### config.mk
export PLATFORM = sky130hd
export DESIGN_NAME = fractional_noise_coloring_filter
export DESIGN_NICKNAME = d
export VERILOG_FILES = /design/src/hw/rtl/fncf_pkg.sv /design/src/hw/rtl/fncf_mul.sv /design/src/hw/rtl/fncf_div.sv /design/src/hw/rtl/fractional_noise_coloring_filter.sv
export SDC_FILE = /design/constraint.sdc
export NUM_CORES = 2
export LEC_CHECK = 0
export BUFFER_PORTS_ARGS = -buffer_cell sky130_fd_sc_hd__buf_2
export CORE_ASPECT_RATIO = 1.4
export CORE_MARGIN = 2
export CORE_UTILIZATION = 40
export DETAILED_ROUTE_END_ITERATION = 7
export PLACE_DENSITY = 0.54
export SETUP_SLACK_MARGIN = 0.15
export SYNTH_ARGS = -nofsm -noshare
export SYNTH_HDL_FRONTEND = slang
export SYNTH_SLANG_ARGS = --single-unit
### constraint.sdc
create_clock -name clk_i -period 8.1 [get_ports clk_i]
set_input_delay 1.62 -clock clk_i [delete_from_list [all_inputs] [get_ports clk_i]]
set_output_delay 1.62 -clock clk_i [all_outputs]
set_load 0.03 [all_outputs]
### src/hw/rtl/fncf_pkg.sv
// Shared constants for the fractional noise coloring filter.
// Used by the multiplier, the divider and the top level; no dependencies.
package fncf_pkg;

  localparam int Taps    = 64;
  localparam int TapW    = $clog2(Taps);
  localparam int CntW    = $clog2(Taps + 1);

  localparam int SampW   = 16;
  localparam int CoefW   = 18;
  localparam int AlphaW  = 15;
  localparam int OutW    = 17;

  localparam int MulAW   = CoefW + 1;
  localparam int NumW    = TapW + 16;
  localparam int ProdW   = MulAW + NumW;
  localparam int DivNW   = ProdW - 15;
  localparam int DivCntW = $clog2(DivNW);
  localparam int AccW    = CoefW + SampW + TapW;

  localparam int InTdataW  = 16;
  localparam int OutTdataW = 24;

  typedef logic signed [MulAW-1:0] mul_a_t;
  typedef logic signed [NumW-1:0]  mul_b_t;
  typedef logic signed [ProdW-1:0] mul_p_t;

endpackage

### src/hw/rtl/fncf_mul.sv
// Shared signed multiplier with a registered product.
// Depends on fncf_pkg for operand and product types.
module fncf_mul import fncf_pkg::*; (
  input  logic   clk_i,
  input  mul_a_t a_i,
  input  mul_b_t b_i,
  output mul_p_t p_o
);

  mul_p_t p_q;

  always_ff @(posedge clk_i) begin
    p_q <= ProdW'(a_i) * ProdW'(b_i);
  end

  assign p_o = p_q;

endmodule

### src/hw/rtl/fncf_div.sv
// Restoring divider, one quotient bit per cycle, for the coefficient recursion.
// Depends on fncf_pkg for widths.
module fncf_div import fncf_pkg::*; (
  input  logic             clk_i,
  input  logic             rst_ni,
  input  logic             start_i,
  input  logic [DivNW-1:0] dividend_i,
  input  logic [TapW-1:0]  divisor_i,
  output logic             done_o,
  output logic [DivNW-1:0] quotient_o
);

  logic               busy_q, busy_d;
  logic               done_q, done_d;
  logic [DivCntW-1:0] cnt_q, cnt_d;
  logic [TapW-1:0]    rem_q, rem_d;
  logic [DivNW-1:0]   quo_q, quo_d;
  logic [TapW:0]      rem_sh;
  logic               ge;

  always_comb begin
    rem_sh = {rem_q, quo_q[DivNW-1]};
    ge     = rem_sh >= {1'b0, divisor_i};
    busy_d = busy_q;
    done_d = 1'b0;
    cnt_d  = cnt_q;
    rem_d  = rem_q;
    quo_d  = quo_q;
    if (start_i) begin
      busy_d = 1'b1;
      cnt_d  = '0;
      rem_d  = '0;
      quo_d  = dividend_i;
    end else if (busy_q) begin
      rem_d = ge ? TapW'(rem_sh - {1'b0, divisor_i}) : rem_sh[TapW-1:0];
      quo_d = {quo_q[DivNW-2:0], ge};
      cnt_d = cnt_q + 1'b1;
      if (cnt_q == DivCntW'(DivNW - 1)) begin
        busy_d = 1'b0;
        done_d = 1'b1;
      end
    end
  end

  always_ff @(posedge clk_i or negedge rst_ni) begin
    if (!rst_ni) begin
      busy_q <= 1'b0;
      done_q <= 1'b0;
      cnt_q  <= '0;
    end else begin
      busy_q <= busy_d;
      done_q <= done_d;
      cnt_q  <= cnt_d;
    end
  end

  always_ff @(posedge clk_i) begin
    rem_q <= rem_d;
    quo_q <= quo_d;
  end

  assign done_o     = done_q;
  assign quotient_o = quo_q;

endmodule

### src/hw/rtl/fractional_noise_coloring_filter.sv
// Fractional noise coloring filter: 64-tap FIR on one shared multiplier.
// Warm-up word: accepted, no result. Filtered word: taps are read, multiplied and
// summed (one product per tap); the rounded, saturated sum waits for a free output
// register; input is ready again as the result goes valid. After reset and after
// each alpha write the bit-serial divider rebuilds the coefficient table; input
// is not ready meanwhile. Reset is asynchronous, active low, alpha = 0.5.
module fractional_noise_coloring_filter import fncf_pkg::*; (
  input  logic                 clk_i,
  input  logic                 rst_ni,
  input  logic                 cfg_we_i,
  input  logic [AlphaW-1:0]    cfg_wdata_i,   // alpha[14:0]
  input  logic                 s_axis_tvalid,
  output logic                 s_axis_tready,
  input  logic [InTdataW-1:0]  s_axis_tdata,  // white_sample[15:0]
  input  logic                 s_axis_tlast,
  output logic                 m_axis_tvalid,
  input  logic                 m_axis_tready,
  output logic [OutTdataW-1:0] m_axis_tdata,  // colored_sample[16:0], zero pad
  output logic                 m_axis_tlast
);

  localparam logic [2:0] S_CINIT = 3'd0;
  localparam logic [2:0] S_CMUL  = 3'd1;
  localparam logic [2:0] S_CRND  = 3'd2;
  localparam logic [2:0] S_CDIV  = 3'd3;
  localparam logic [2:0] S_IDLE  = 3'd4;
  localparam logic [2:0] S_FIR   = 3'd5;
  localparam logic [2:0] S_OUT   = 3'd6;

  logic [2:0]              state_q, state_d;
  logic [AlphaW-1:0]       alpha_q, alpha_d;
  logic [TapW-1:0]         k_q, k_d;
  logic signed [MulAW-1:0] prev_q, prev_d;
  logic                    sign_q, sign_d;
  logic [TapW-1:0]         wp_q, wp_d;
  logic [CntW-1:0]         warm_q, warm_d;
  logic [CntW-1:0]         cnt_q, cnt_d;
  logic                    rd_vld_q, rd_vld_d;
  logic                    mul_vld_q, mul_vld_d;
  logic                    last_q, last_d;
  logic signed [AccW-1:0]  acc_q, acc_d;
  logic                    out_vld_q, out_vld_d;
  logic [OutW-1:0]         out_data_q;
  logic                    out_last_q;
  logic                    out_load;

  logic [CoefW-1:0] coef_mem [Taps];
  logic [SampW-1:0] hist_mem [Taps];
  logic [CoefW-1:0] coef_rd_q;
  logic [SampW-1:0] hist_rd_q;
  logic             cwe;
  logic [TapW-1:0]  cwaddr;
  logic [CoefW-1:0] cwdata;
  logic             hwe;
  logic [TapW-1:0]  caddr, haddr;
  logic [TapW:0]    hdiff, hwrap;

  mul_a_t mul_a;
  mul_b_t mul_b;
  mul_p_t mul_p;
  mul_b_t num;
  logic [TapW-1:0]   k_m1;
  logic              p_neg;
  logic [ProdW-1:0]  mag, rnd;
  logic              div_start, div_done;
  logic [DivNW-1:0]  div_quo;
  logic [CoefW-1:0]  qv;
  logic signed [MulAW-1:0] prev_n;
  logic [TapW-1:0]   wp_n;
  logic              in_acc;
  logic signed [AccW-1:0] rsum, rsh;
  logic [OutW-1:0]   out_sat;

  function automatic logic [CoefW-1:0] sat_coef(input logic signed [MulAW-1:0] v);
    logic [CoefW-1:0] r;
    if (v[MulAW-1] != v[MulAW-2]) begin
      r = v[MulAW-1] ? {1'b1, {(CoefW-1){1'b0}}} : {1'b0, {(CoefW-1){1'b1}}};
    end else begin
      r = v[CoefW-1:0];
    end
    return r;
  endfunction

  fncf_mul u_mul (
    .clk_i (clk_i),
    .a_i   (mul_a),
    .b_i   (mul_b),
    .p_o   (mul_p)
  );

  fncf_div u_div (
    .clk_i      (clk_i),
    .rst_ni     (rst_ni),
    .start_i    (div_start),
    .dividend_i (rnd[ProdW-1:15]),
    .divisor_i  (k_q),
    .done_o     (div_done),
    .quotient_o (div_quo)
  );

  always_comb begin
    k_m1  = k_q - 1'b1;
    num   = $signed({1'b0, k_m1, 15'd0}) - $signed({{(NumW-AlphaW){1'b0}}, alpha_q});
    p_neg = mul_p[ProdW-1];
    mag   = p_neg ? ProdW'(-mul_p) : ProdW'(mul_p);
    rnd   = mag + {{(ProdW-TapW-14){1'b0}}, k_q, 14'd0};
    qv    = div_quo[CoefW-1:0];
    prev_n = sign_q ? -$signed({1'b0, qv}) : $signed({1'b0, qv});

    if (state_q == S_CMUL) begin
      mul_a = prev_q;
      mul_b = num;
    end else begin
      mul_a = {coef_rd_q[CoefW-1], coef_rd_q};
      mul_b = {{(NumW-SampW){hist_rd_q[SampW-1]}}, hist_rd_q};
    end

    caddr = cnt_q[TapW-1:0];
    hdiff = {1'b0, wp_q} - {1'b0, cnt_q[TapW-1:0]};
    hwrap = hdiff + (TapW+1)'(Taps);
    haddr = hdiff[TapW] ? hwrap[TapW-1:0] : hdiff[TapW-1:0];

    wp_n   = (wp_q == TapW'(Taps - 1)) ? '0 : wp_q + 1'b1;
    in_acc = s_axis_tvalid && s_axis_tready;

    rsum = acc_q + AccW'(65536);
    rsh  = rsum >>> 17;
    if ((&rsh[AccW-1:OutW-1]) || !(|rsh[AccW-1:OutW-1])) begin
      out_sat = rsh[OutW-1:0];
    end else begin
      out_sat = rsh[AccW-1] ? {1'b1, {(OutW-1){1'b0}}} : {1'b0, {(OutW-1){1'b1}}};
    end
  end

  assign s_axis_tready = (state_q == S_IDLE);
  assign hwe = in_acc;

  always_comb begin
    state_d   = state_q;
    alpha_d   = alpha_q;
    k_d       = k_q;
    prev_d    = prev_q;
    sign_d    = sign_q;
    wp_d      = wp_q;
    warm_d    = warm_q;
    cnt_d     = cnt_q;
    rd_vld_d  = 1'b0;
    mul_vld_d = rd_vld_q;
    last_d    = last_q;
    acc_d     = acc_q;
    out_load  = 1'b0;
    div_start = 1'b0;
    cwe       = 1'b0;
    cwaddr    = k_q;
    cwdata    = sat_coef(prev_n);

    case (state_q)
      S_CINIT: begin
        cwe     = 1'b1;
        cwaddr  = '0;
        cwdata  = {1'b0, {(CoefW-1){1'b1}}};
        k_d     = TapW'(1);
        prev_d  = $signed({2'b01, {(MulAW-2){1'b0}}});
        state_d = S_CMUL;
      end
      S_CMUL: begin
        state_d = S_CRND;
      end
      S_CRND: begin
        sign_d    = p_neg;
        div_start = 1'b1;
        state_d   = S_CDIV;
      end
      S_CDIV: begin
        if (div_done) begin
          cwe    = 1'b1;
          prev_d = prev_n;
          if (k_q == TapW'(Taps - 1)) begin
            state_d = S_IDLE;
          end else begin
            k_d     = k_q + 1'b1;
            state_d = S_CMUL;
          end
        end
      end
      S_IDLE: begin
        if (in_acc) begin
          wp_d = wp_n;
          if (warm_q < CntW'(Taps)) begin
            warm_d = warm_q + 1'b1;
            if (s_axis_tlast) begin
              warm_d = '0;
              wp_d   = '0;
            end
          end else begin
            last_d  = s_axis_tlast;
            cnt_d   = '0;
            acc_d   = '0;
            state_d = S_FIR;
          end
        end
      end
      S_FIR: begin
        if (cnt_q < CntW'(Taps)) begin
          rd_vld_d = 1'b1;
          cnt_d    = cnt_q + 1'b1;
        end else if (!rd_vld_q && !mul_vld_q) begin
          state_d = S_OUT;
        end
        if (mul_vld_q) begin
          acc_d = acc_q + mul_p[AccW-1:0];
        end
      end
      S_OUT: begin
        if (!out_vld_q || m_axis_tready) begin
          out_load = 1'b1;
          if (last_q) begin
            warm_d = '0;
            wp_d   = '0;
          end
          state_d = S_IDLE;
        end
      end
      default: begin
        state_d = S_CINIT;
      end
    endcase

    if (cfg_we_i) begin
      alpha_d = cfg_wdata_i;
      state_d = S_CINIT;
    end

    out_vld_d = (out_vld_q && !m_axis_tready) || out_load;
  end

  always_ff @(posedge clk_i or negedge rst_ni) begin
    if (!rst_ni) begin
      state_q   <= S_CINIT;
      alpha_q   <= AlphaW'(16384);
      k_q       <= '0;
      wp_q      <= '0;
      warm_q    <= '0;
      cnt_q     <= '0;
      rd_vld_q  <= 1'b0;
      mul_vld_q <= 1'b0;
      out_vld_q <= 1'b0;
    end else begin
      state_q   <= state_d;
      alpha_q   <= alpha_d;
      k_q       <= k_d;
      wp_q      <= wp_d;
      warm_q    <= warm_d;
      cnt_q     <= cnt_d;
      rd_vld_q  <= rd_vld_d;
      mul_vld_q <= mul_vld_d;
      out_vld_q <= out_vld_d;
    end
  end

  always_ff @(posedge clk_i) begin
    prev_q <= prev_d;
    sign_q <= sign_d;
    last_q <= last_d;
    acc_q  <= acc_d;
    if (out_load) begin
      out_data_q <= out_sat;
      out_last_q <= last_q;
    end
  end

  always_ff @(posedge clk_i) begin
    if (cwe) begin
      coef_mem[cwaddr] <= cwdata;
    end
    coef_rd_q <= coef_mem[caddr];
  end

  always_ff @(posedge clk_i) begin
    if (hwe) begin
      hist_mem[wp_n] <= s_axis_tdata[SampW-1:0];
    end
    hist_rd_q <= hist_mem[haddr];
  end

  assign m_axis_tvalid = out_vld_q;
  assign m_axis_tdata  = {{(OutTdataW-OutW){1'b0}}, out_data_q};
  assign m_axis_tlast  = out_last_q;

endmodule

Word level (Yosys, flattened, before mapping)
Memory sizes are Yosys's and may differ from the RTL's. A register that Yosys moved wholly into a read port is not among the register bits. Index checks and enable logic that the tools add are counted.

Add/subtract/negate cells: 15. Multiply operators: 1. Magnitude comparators: 3. Equal/unequal tests: 25. Muxes and demuxes: 68. Bitwise operators: 1. Reductions and logical operators: 26.

Operators with widths (count): 40-bit two-way mux (3); 40-bit case mux with 2 select lines (1); 6-bit two-way mux (11); 19-bit two-way mux (3); 7-bit two-way mux (8); 18-bit two-way mux (3); 26-bit two-way mux (2); 41-bit by 20-bit adder with 41-bit output (1); 19-bit by 22-bit multiplier with 41-bit output (1); 41-bit two-way mux (1); 41-bit negator (1); 40-bit by 18-bit adder with 40-bit output, second input constant (1); 40-bit adder (1); 19-bit case mux with 2 select lines (1); 17-bit two-way mux (2); 7-bit case mux with 2 select lines (2); 3-bit two-way mux (8); 6-bit case mux with 2 select lines (2); 22-bit two-way mux (1); 21-bit by 15-bit subtractor with 22-bit output (1); 3-bit case mux with 7 select lines (1); 18-bit negator with 19-bit output (1); 6-bit by 1-bit adder with 6-bit output, second input constant (3); 1-bit two-way mux (16); 32 further kinds (64).

Register bits: 206. Memory bits (writable): 2176. Bits of input ports: 37. Output and inout bits: 27. Logic and storage cells: 162. Memories kept: 2.

Memories: coef_mem (depth 64, bits a word 18, rd ports 1, clocked after Yosys merged registers in 1, write ports 1, RTL line fractional_noise_coloring_filter.sv:47) `logic [CoefW-1:0] coef_mem [Taps];`; hist_mem (depth 64, bits a word 16, rd ports 1, clocked after Yosys merged registers in 1, write ports 1, RTL line fractional_noise_coloring_filter.sv:48) `logic [SampW-1:0] hist_mem [Taps];`.

Logic depth before layout (Yosys ltp)
Word-level depth: 6. Depth in mapped cells: 35. Mapped depth without buffers: 33.

Modules after synthesis
Synthesis repeated with hierarchy kept, for this count alone.

Cells, all modules: 6488. Area, all modules: 112666.8 um2.

By module, submodules not included: fractional_noise_coloring_filter (instances 1, cells an instance 4624, area each 94697.1 um2, seq. area each 69573.0 um2); fncf_mul (instances 1, cells an instance 1707, area each 15960.3 um2, seq. area each 820.8 um2); fncf_div (instances 1, cells an instance 157, area each 2009.4 um2, seq. area each 1076.0 um2).

Least setup slack after synthesis
No wires, ideal clock.

Kind: register to register. Start: reg alpha_q[4]. End: reg u_mul.p_q[38] (netlist: u_mul.p_o[38]). Library setup time: 0.082 ns. Data arrival time: 8.734 ns. Data required time: 8.018 ns. Setup slack: -0.716 ns. Cell stages (with the launch flop): 33. Path buffers: 2. Period minus slack after synthesis: 8.816 ns. Path through: dfrtp_1 > or3_1 > or4_1 > or3_1 > o21ai_1 > xor2_1 > nand2_1 > nand2_1 > clkbuf_1 > nand2_1 > fa_1 > inv_1 > fa_1 > fa_1 > fa_1 > inv_1 > fa_1 > inv_1 > fa_1 > inv_1 > fa_1 > inv_1 > ha_1 > clkbuf_1 > a41o_1 > a221o_1 > a21oi_1 > o31ai_1 > a221o_1 > a21oi_1 > o21ai_1 > a2111o_1 > o2111ai_1.

Word-level cells in the longest chain between the ends: 3.

RTL lines: start: declaration (RTL line fractional_noise_coloring_filter.sv:31) `logic [AlphaW-1:0] alpha_q, alpha_d;`; start signal: assignment (RTL line fractional_noise_coloring_filter.sv:240) `alpha_q <= AlphaW'(16384);`; start signal: assignment (RTL line fractional_noise_coloring_filter.sv:250) `alpha_q <= alpha_d;`; 21-bit by 15-bit subtractor with 22-bit output (RTL line fractional_noise_coloring_filter.sv:103) `num = $signed({1'b0, k_m1, 15'd0}) - $signed({{(NumW-AlphaW){1'b0}}, alpha_q});`; 22-bit two-way mux (RTL line fractional_noise_coloring_filter.sv:110) `if (state_q == S_CMUL) begin`; 19-bit by 22-bit multiplier with 41-bit output (RTL line fncf_mul.sv:13) `p_q <= ProdW'(a_i) * ProdW'(b_i);`; end signal: assignment (RTL line fncf_mul.sv:13); end: declaration (RTL line fncf_mul.sv:10) `mul_p_t p_q;`.

No other way between the ends. A chain may end at the register's enable or synchronous reset.

Final worst setup path
Start: reg alpha_q[2]. End: reg u_mul.p_q[38] (netlist: u_mul.p_o[38]).

The elaborated chain is that of the path after synthesis.

==> results.toml <==
[critical_path]
r2r_cells = 28
end_kind = "flip-flop"
crit_path_frequent_cell = "fa_1"
cpPeakStageDelay_ns = 0.56
crit_type = "flip-flop to flip-flop"
critPathTopFamily = "adder cells"
cp_max_fo = 3
cp.arrival_ns = 9.07
start_kind = "flip-flop"
crit_cells = 28
path_buf_inv = 3
cp.required_ns = 8.88
crit_path_top_delay_cell = "fa_1"

[logic_synthesis]
yosysMostFrequentCell = "edfxtp_1"
seq_area_frac_synth = 0.638
ys_types = 90
synth_enable_flop_cells = 2281
synth_top_area_frac = 0.611
synth.area.top_cells = "edfxtp_1, mux4_2, fa_1"
synth_common_cells = "edfxtp_1, mux4_2, nand2_1"
syn_avg_cell_area_um2 = 17.1
syn_inst = 6537
ys.flop_type = "edfxtp_1"
yosysWarningCount = 0
yosys.area.top_type = "edfxtp_1"
syn_area_mm2 = 0.112
synth_seq_cells = 2416
synthArstFlopShare = 0.0224

[route]
drc = 0
routed_wl_mm = 307
first_iter_violations = 5485
viasPerCell = 5.56
ant_nets = 0
vias = 60300
first_pass_iters = 8
routedWlPerCell_um = 28.3

[global_routing]
grt_pass1_wl_mm = 443
grt_usage = 0.215
grt-ovfl-total = 0
grt_max_degree = 137
grt_pass1_vias = 63000
antenna_found_initial = 20

[timing]
worst_pin_slew_ns = 1.28
maxSlewHeadroom = 0.145
hold_violations = 0
period_share = 1.02
fmax_ghz = 0.121
period_needed_ns = 8.29
setup_viol = 11
setup_tns_ns = -0.945
fin_skew_ns = 0.0768
rsz0062_at_grt = "yes"
worst_slack_ns = -0.189
report.final.slew_viol_count = 0

[clocking]
cts-root-buf = "clkbuf_16"
cts_made_buffers = 226
cts_hold_repair.buffers = 0
clkSinkCount = 2416
clk_latency_ns = 0.90
htree_levels = 4
cts_tree = "built"
clk_pin_slew_ns = 0.08
clock_path_buffers = 4

[outcome]
status = "complete, but fails checks"
failed_checks = "setup timing"

[layout]
drive_above_1_share = 0.243
final_nets = 7600
num-fill-cells = 23900
syn2layout_area_growth_pct = 13.6

[worst_hold_path]
hold_depth = 0
hold_class = "flip-flop to flip-flop"

[place]
routabilityCongestion = 0.903
place_ws_ns = -0.377
io_buffers = 56
dpl.hpwl_mm = 200

[job]
maxCapViolCount = 0

[floorplanning]
core_mm2 = 0.278
start_util = 0.403
die_w_um = 451
dieArea_mm2 = 0.284
pin_count = 64
dieHeight_um = 630
placementRows = 229
## metal layers
metal / global-route usage / wire [um] / vias up
met2: 0.371 / 156000 / 1605
met1: 0.277 / 123000 / 32500
met3: 0.0258 / 14300 / 470
met5: 0 / 41 / -
met4: 0.0862 / 13700 / 6
li1: - / - / 25700
## per-stage QoR
stage / cells / util / hold WS, ns / cell area [um^2]
CTS: 10800 / 0.456 / 0.386 / 127000
global route: 10800 / 0.457 / 0.412 / 127000
global placement: 10400 / 0.430 / 0.361 / 120000
floorplan: 6543 / - / 0.354 / 112000
finish: 10800 / 0.457 / 0.389 / 127000
detailed placement: 10400 / 0.430 / 0.367 / 120000
## cell usage in the layout (no fill, tap or decap), types with 14 or more instances in the layout
master / synthesis / final
dfxtp_1: 81 / 81
nor3_1: 47 / 43
nand2_1: 493 / 485
ha_1: 196 / 187
nand3_1: 62 / 62
nand2b_1: 25 / 24
nor4_1: 15 / 14
o31ai_1: 23 / 19
o21a_1: 14 / 14
and2_1: 25 / 23
a211oi_1: 32 / 31
buf_4: 7 / 390
o21bai_1: 15 / 14
xor2_1: 84 / 83
edfxtp_1: 2281 / 2281
a21oi_1: 124 / 116
xnor2_1: 125 / 118
a21o_1: 45 / 45
inv_1: 471 / 464
nor2b_1: 31 / 27
dfrtp_1: 53 / 50
fa_1: 406 / 400
mux2i_1: 54 / 48
clkinv_1: 2 / 41
nor2_1: 473 / 360
buf_2: 6 / 55
clkinv_2: 0 / 39
nor2_4: 0 / 17
nor2_2: 0 / 96
mux4_2: 698 / 698
mux2_2: 16 / 16
clkbuf_1: 215 / 55
buf_12: 1 / 16
and3_1: 18 / 18
o21ai_0: 118 / 110
clkbuf_16: 0 / 231
o21ai_4: 1 / 20
nand4_1: 39 / 39
## repair_timing
action	in CTS	in global routing
setup endpoints to repair	16	21
gates resized for setup	22	69
pin swaps	36	41
buffers inserted	5	17
## cell families (layout without fill, tap and decap cells)
group,count (synthesis),after routing,synth area share
adder cells (fa/ha/maj),604,604,0.0946
AO/OA/AOI/OAI,489,489,0.0282
flip-flops,2416,2416,0.638
buffers and inverters,761,1351,0.0260
AND/OR/NAND/NOR,1287,1287,0.0499
other,1,17,0.0000335
XOR/XNOR,211,211,0.0168
multiplexers,768,768,0.147
## registers in the layout, indices dropped and copies added, names as in the netlist, 3 cells and up
register	flops
coef_mem	1152
hist_mem	1024
u_mul.p_o	41
acc_q	40
u_div.quotient_o	26
prev_q	19
coef_rd_q	18
out_data_q	17
hist_rd_q	16
alpha_q	15
cnt_q	7
warm_q	7
k_q	6
u_div.rem_q	6
wp_q	6
u_div.cnt_q	5
state_q	3
## area by class of cell
class	instances	area (um^2)	share of cell area
diodes	10	25.0	0.000197
clock buffers	293	6080	0.0478
well taps	3696	4620	0.0363
inverters	474	1790	0.0140
repair buffers	477	3710	0.0292
clock inverters	107	810	0.00636
flip-flops and latches	2416	71500	0.562
multi-input cells	3366	38700	0.304
## worst paths after layout
kind	from	end	slack, ns
max in group asynchronous	rst_ni	cnt_q[1]	6.42
min reg2reg	mul_vld_d	mul_vld_q	0.39
max reg2reg	alpha_q[2]	u_mul.p_o[38]	-0.19
max	alpha_q[2]	u_mul.p_o[38]	-0.19
min in group asynchronous	rst_ni	alpha_q[13]	0.85
min	mul_vld_d	mul_vld_q	0.39
Power is left out: the tool's default activity adds up to more than one toggle a clock period on the data nets, which glitch-free logic cannot reach.
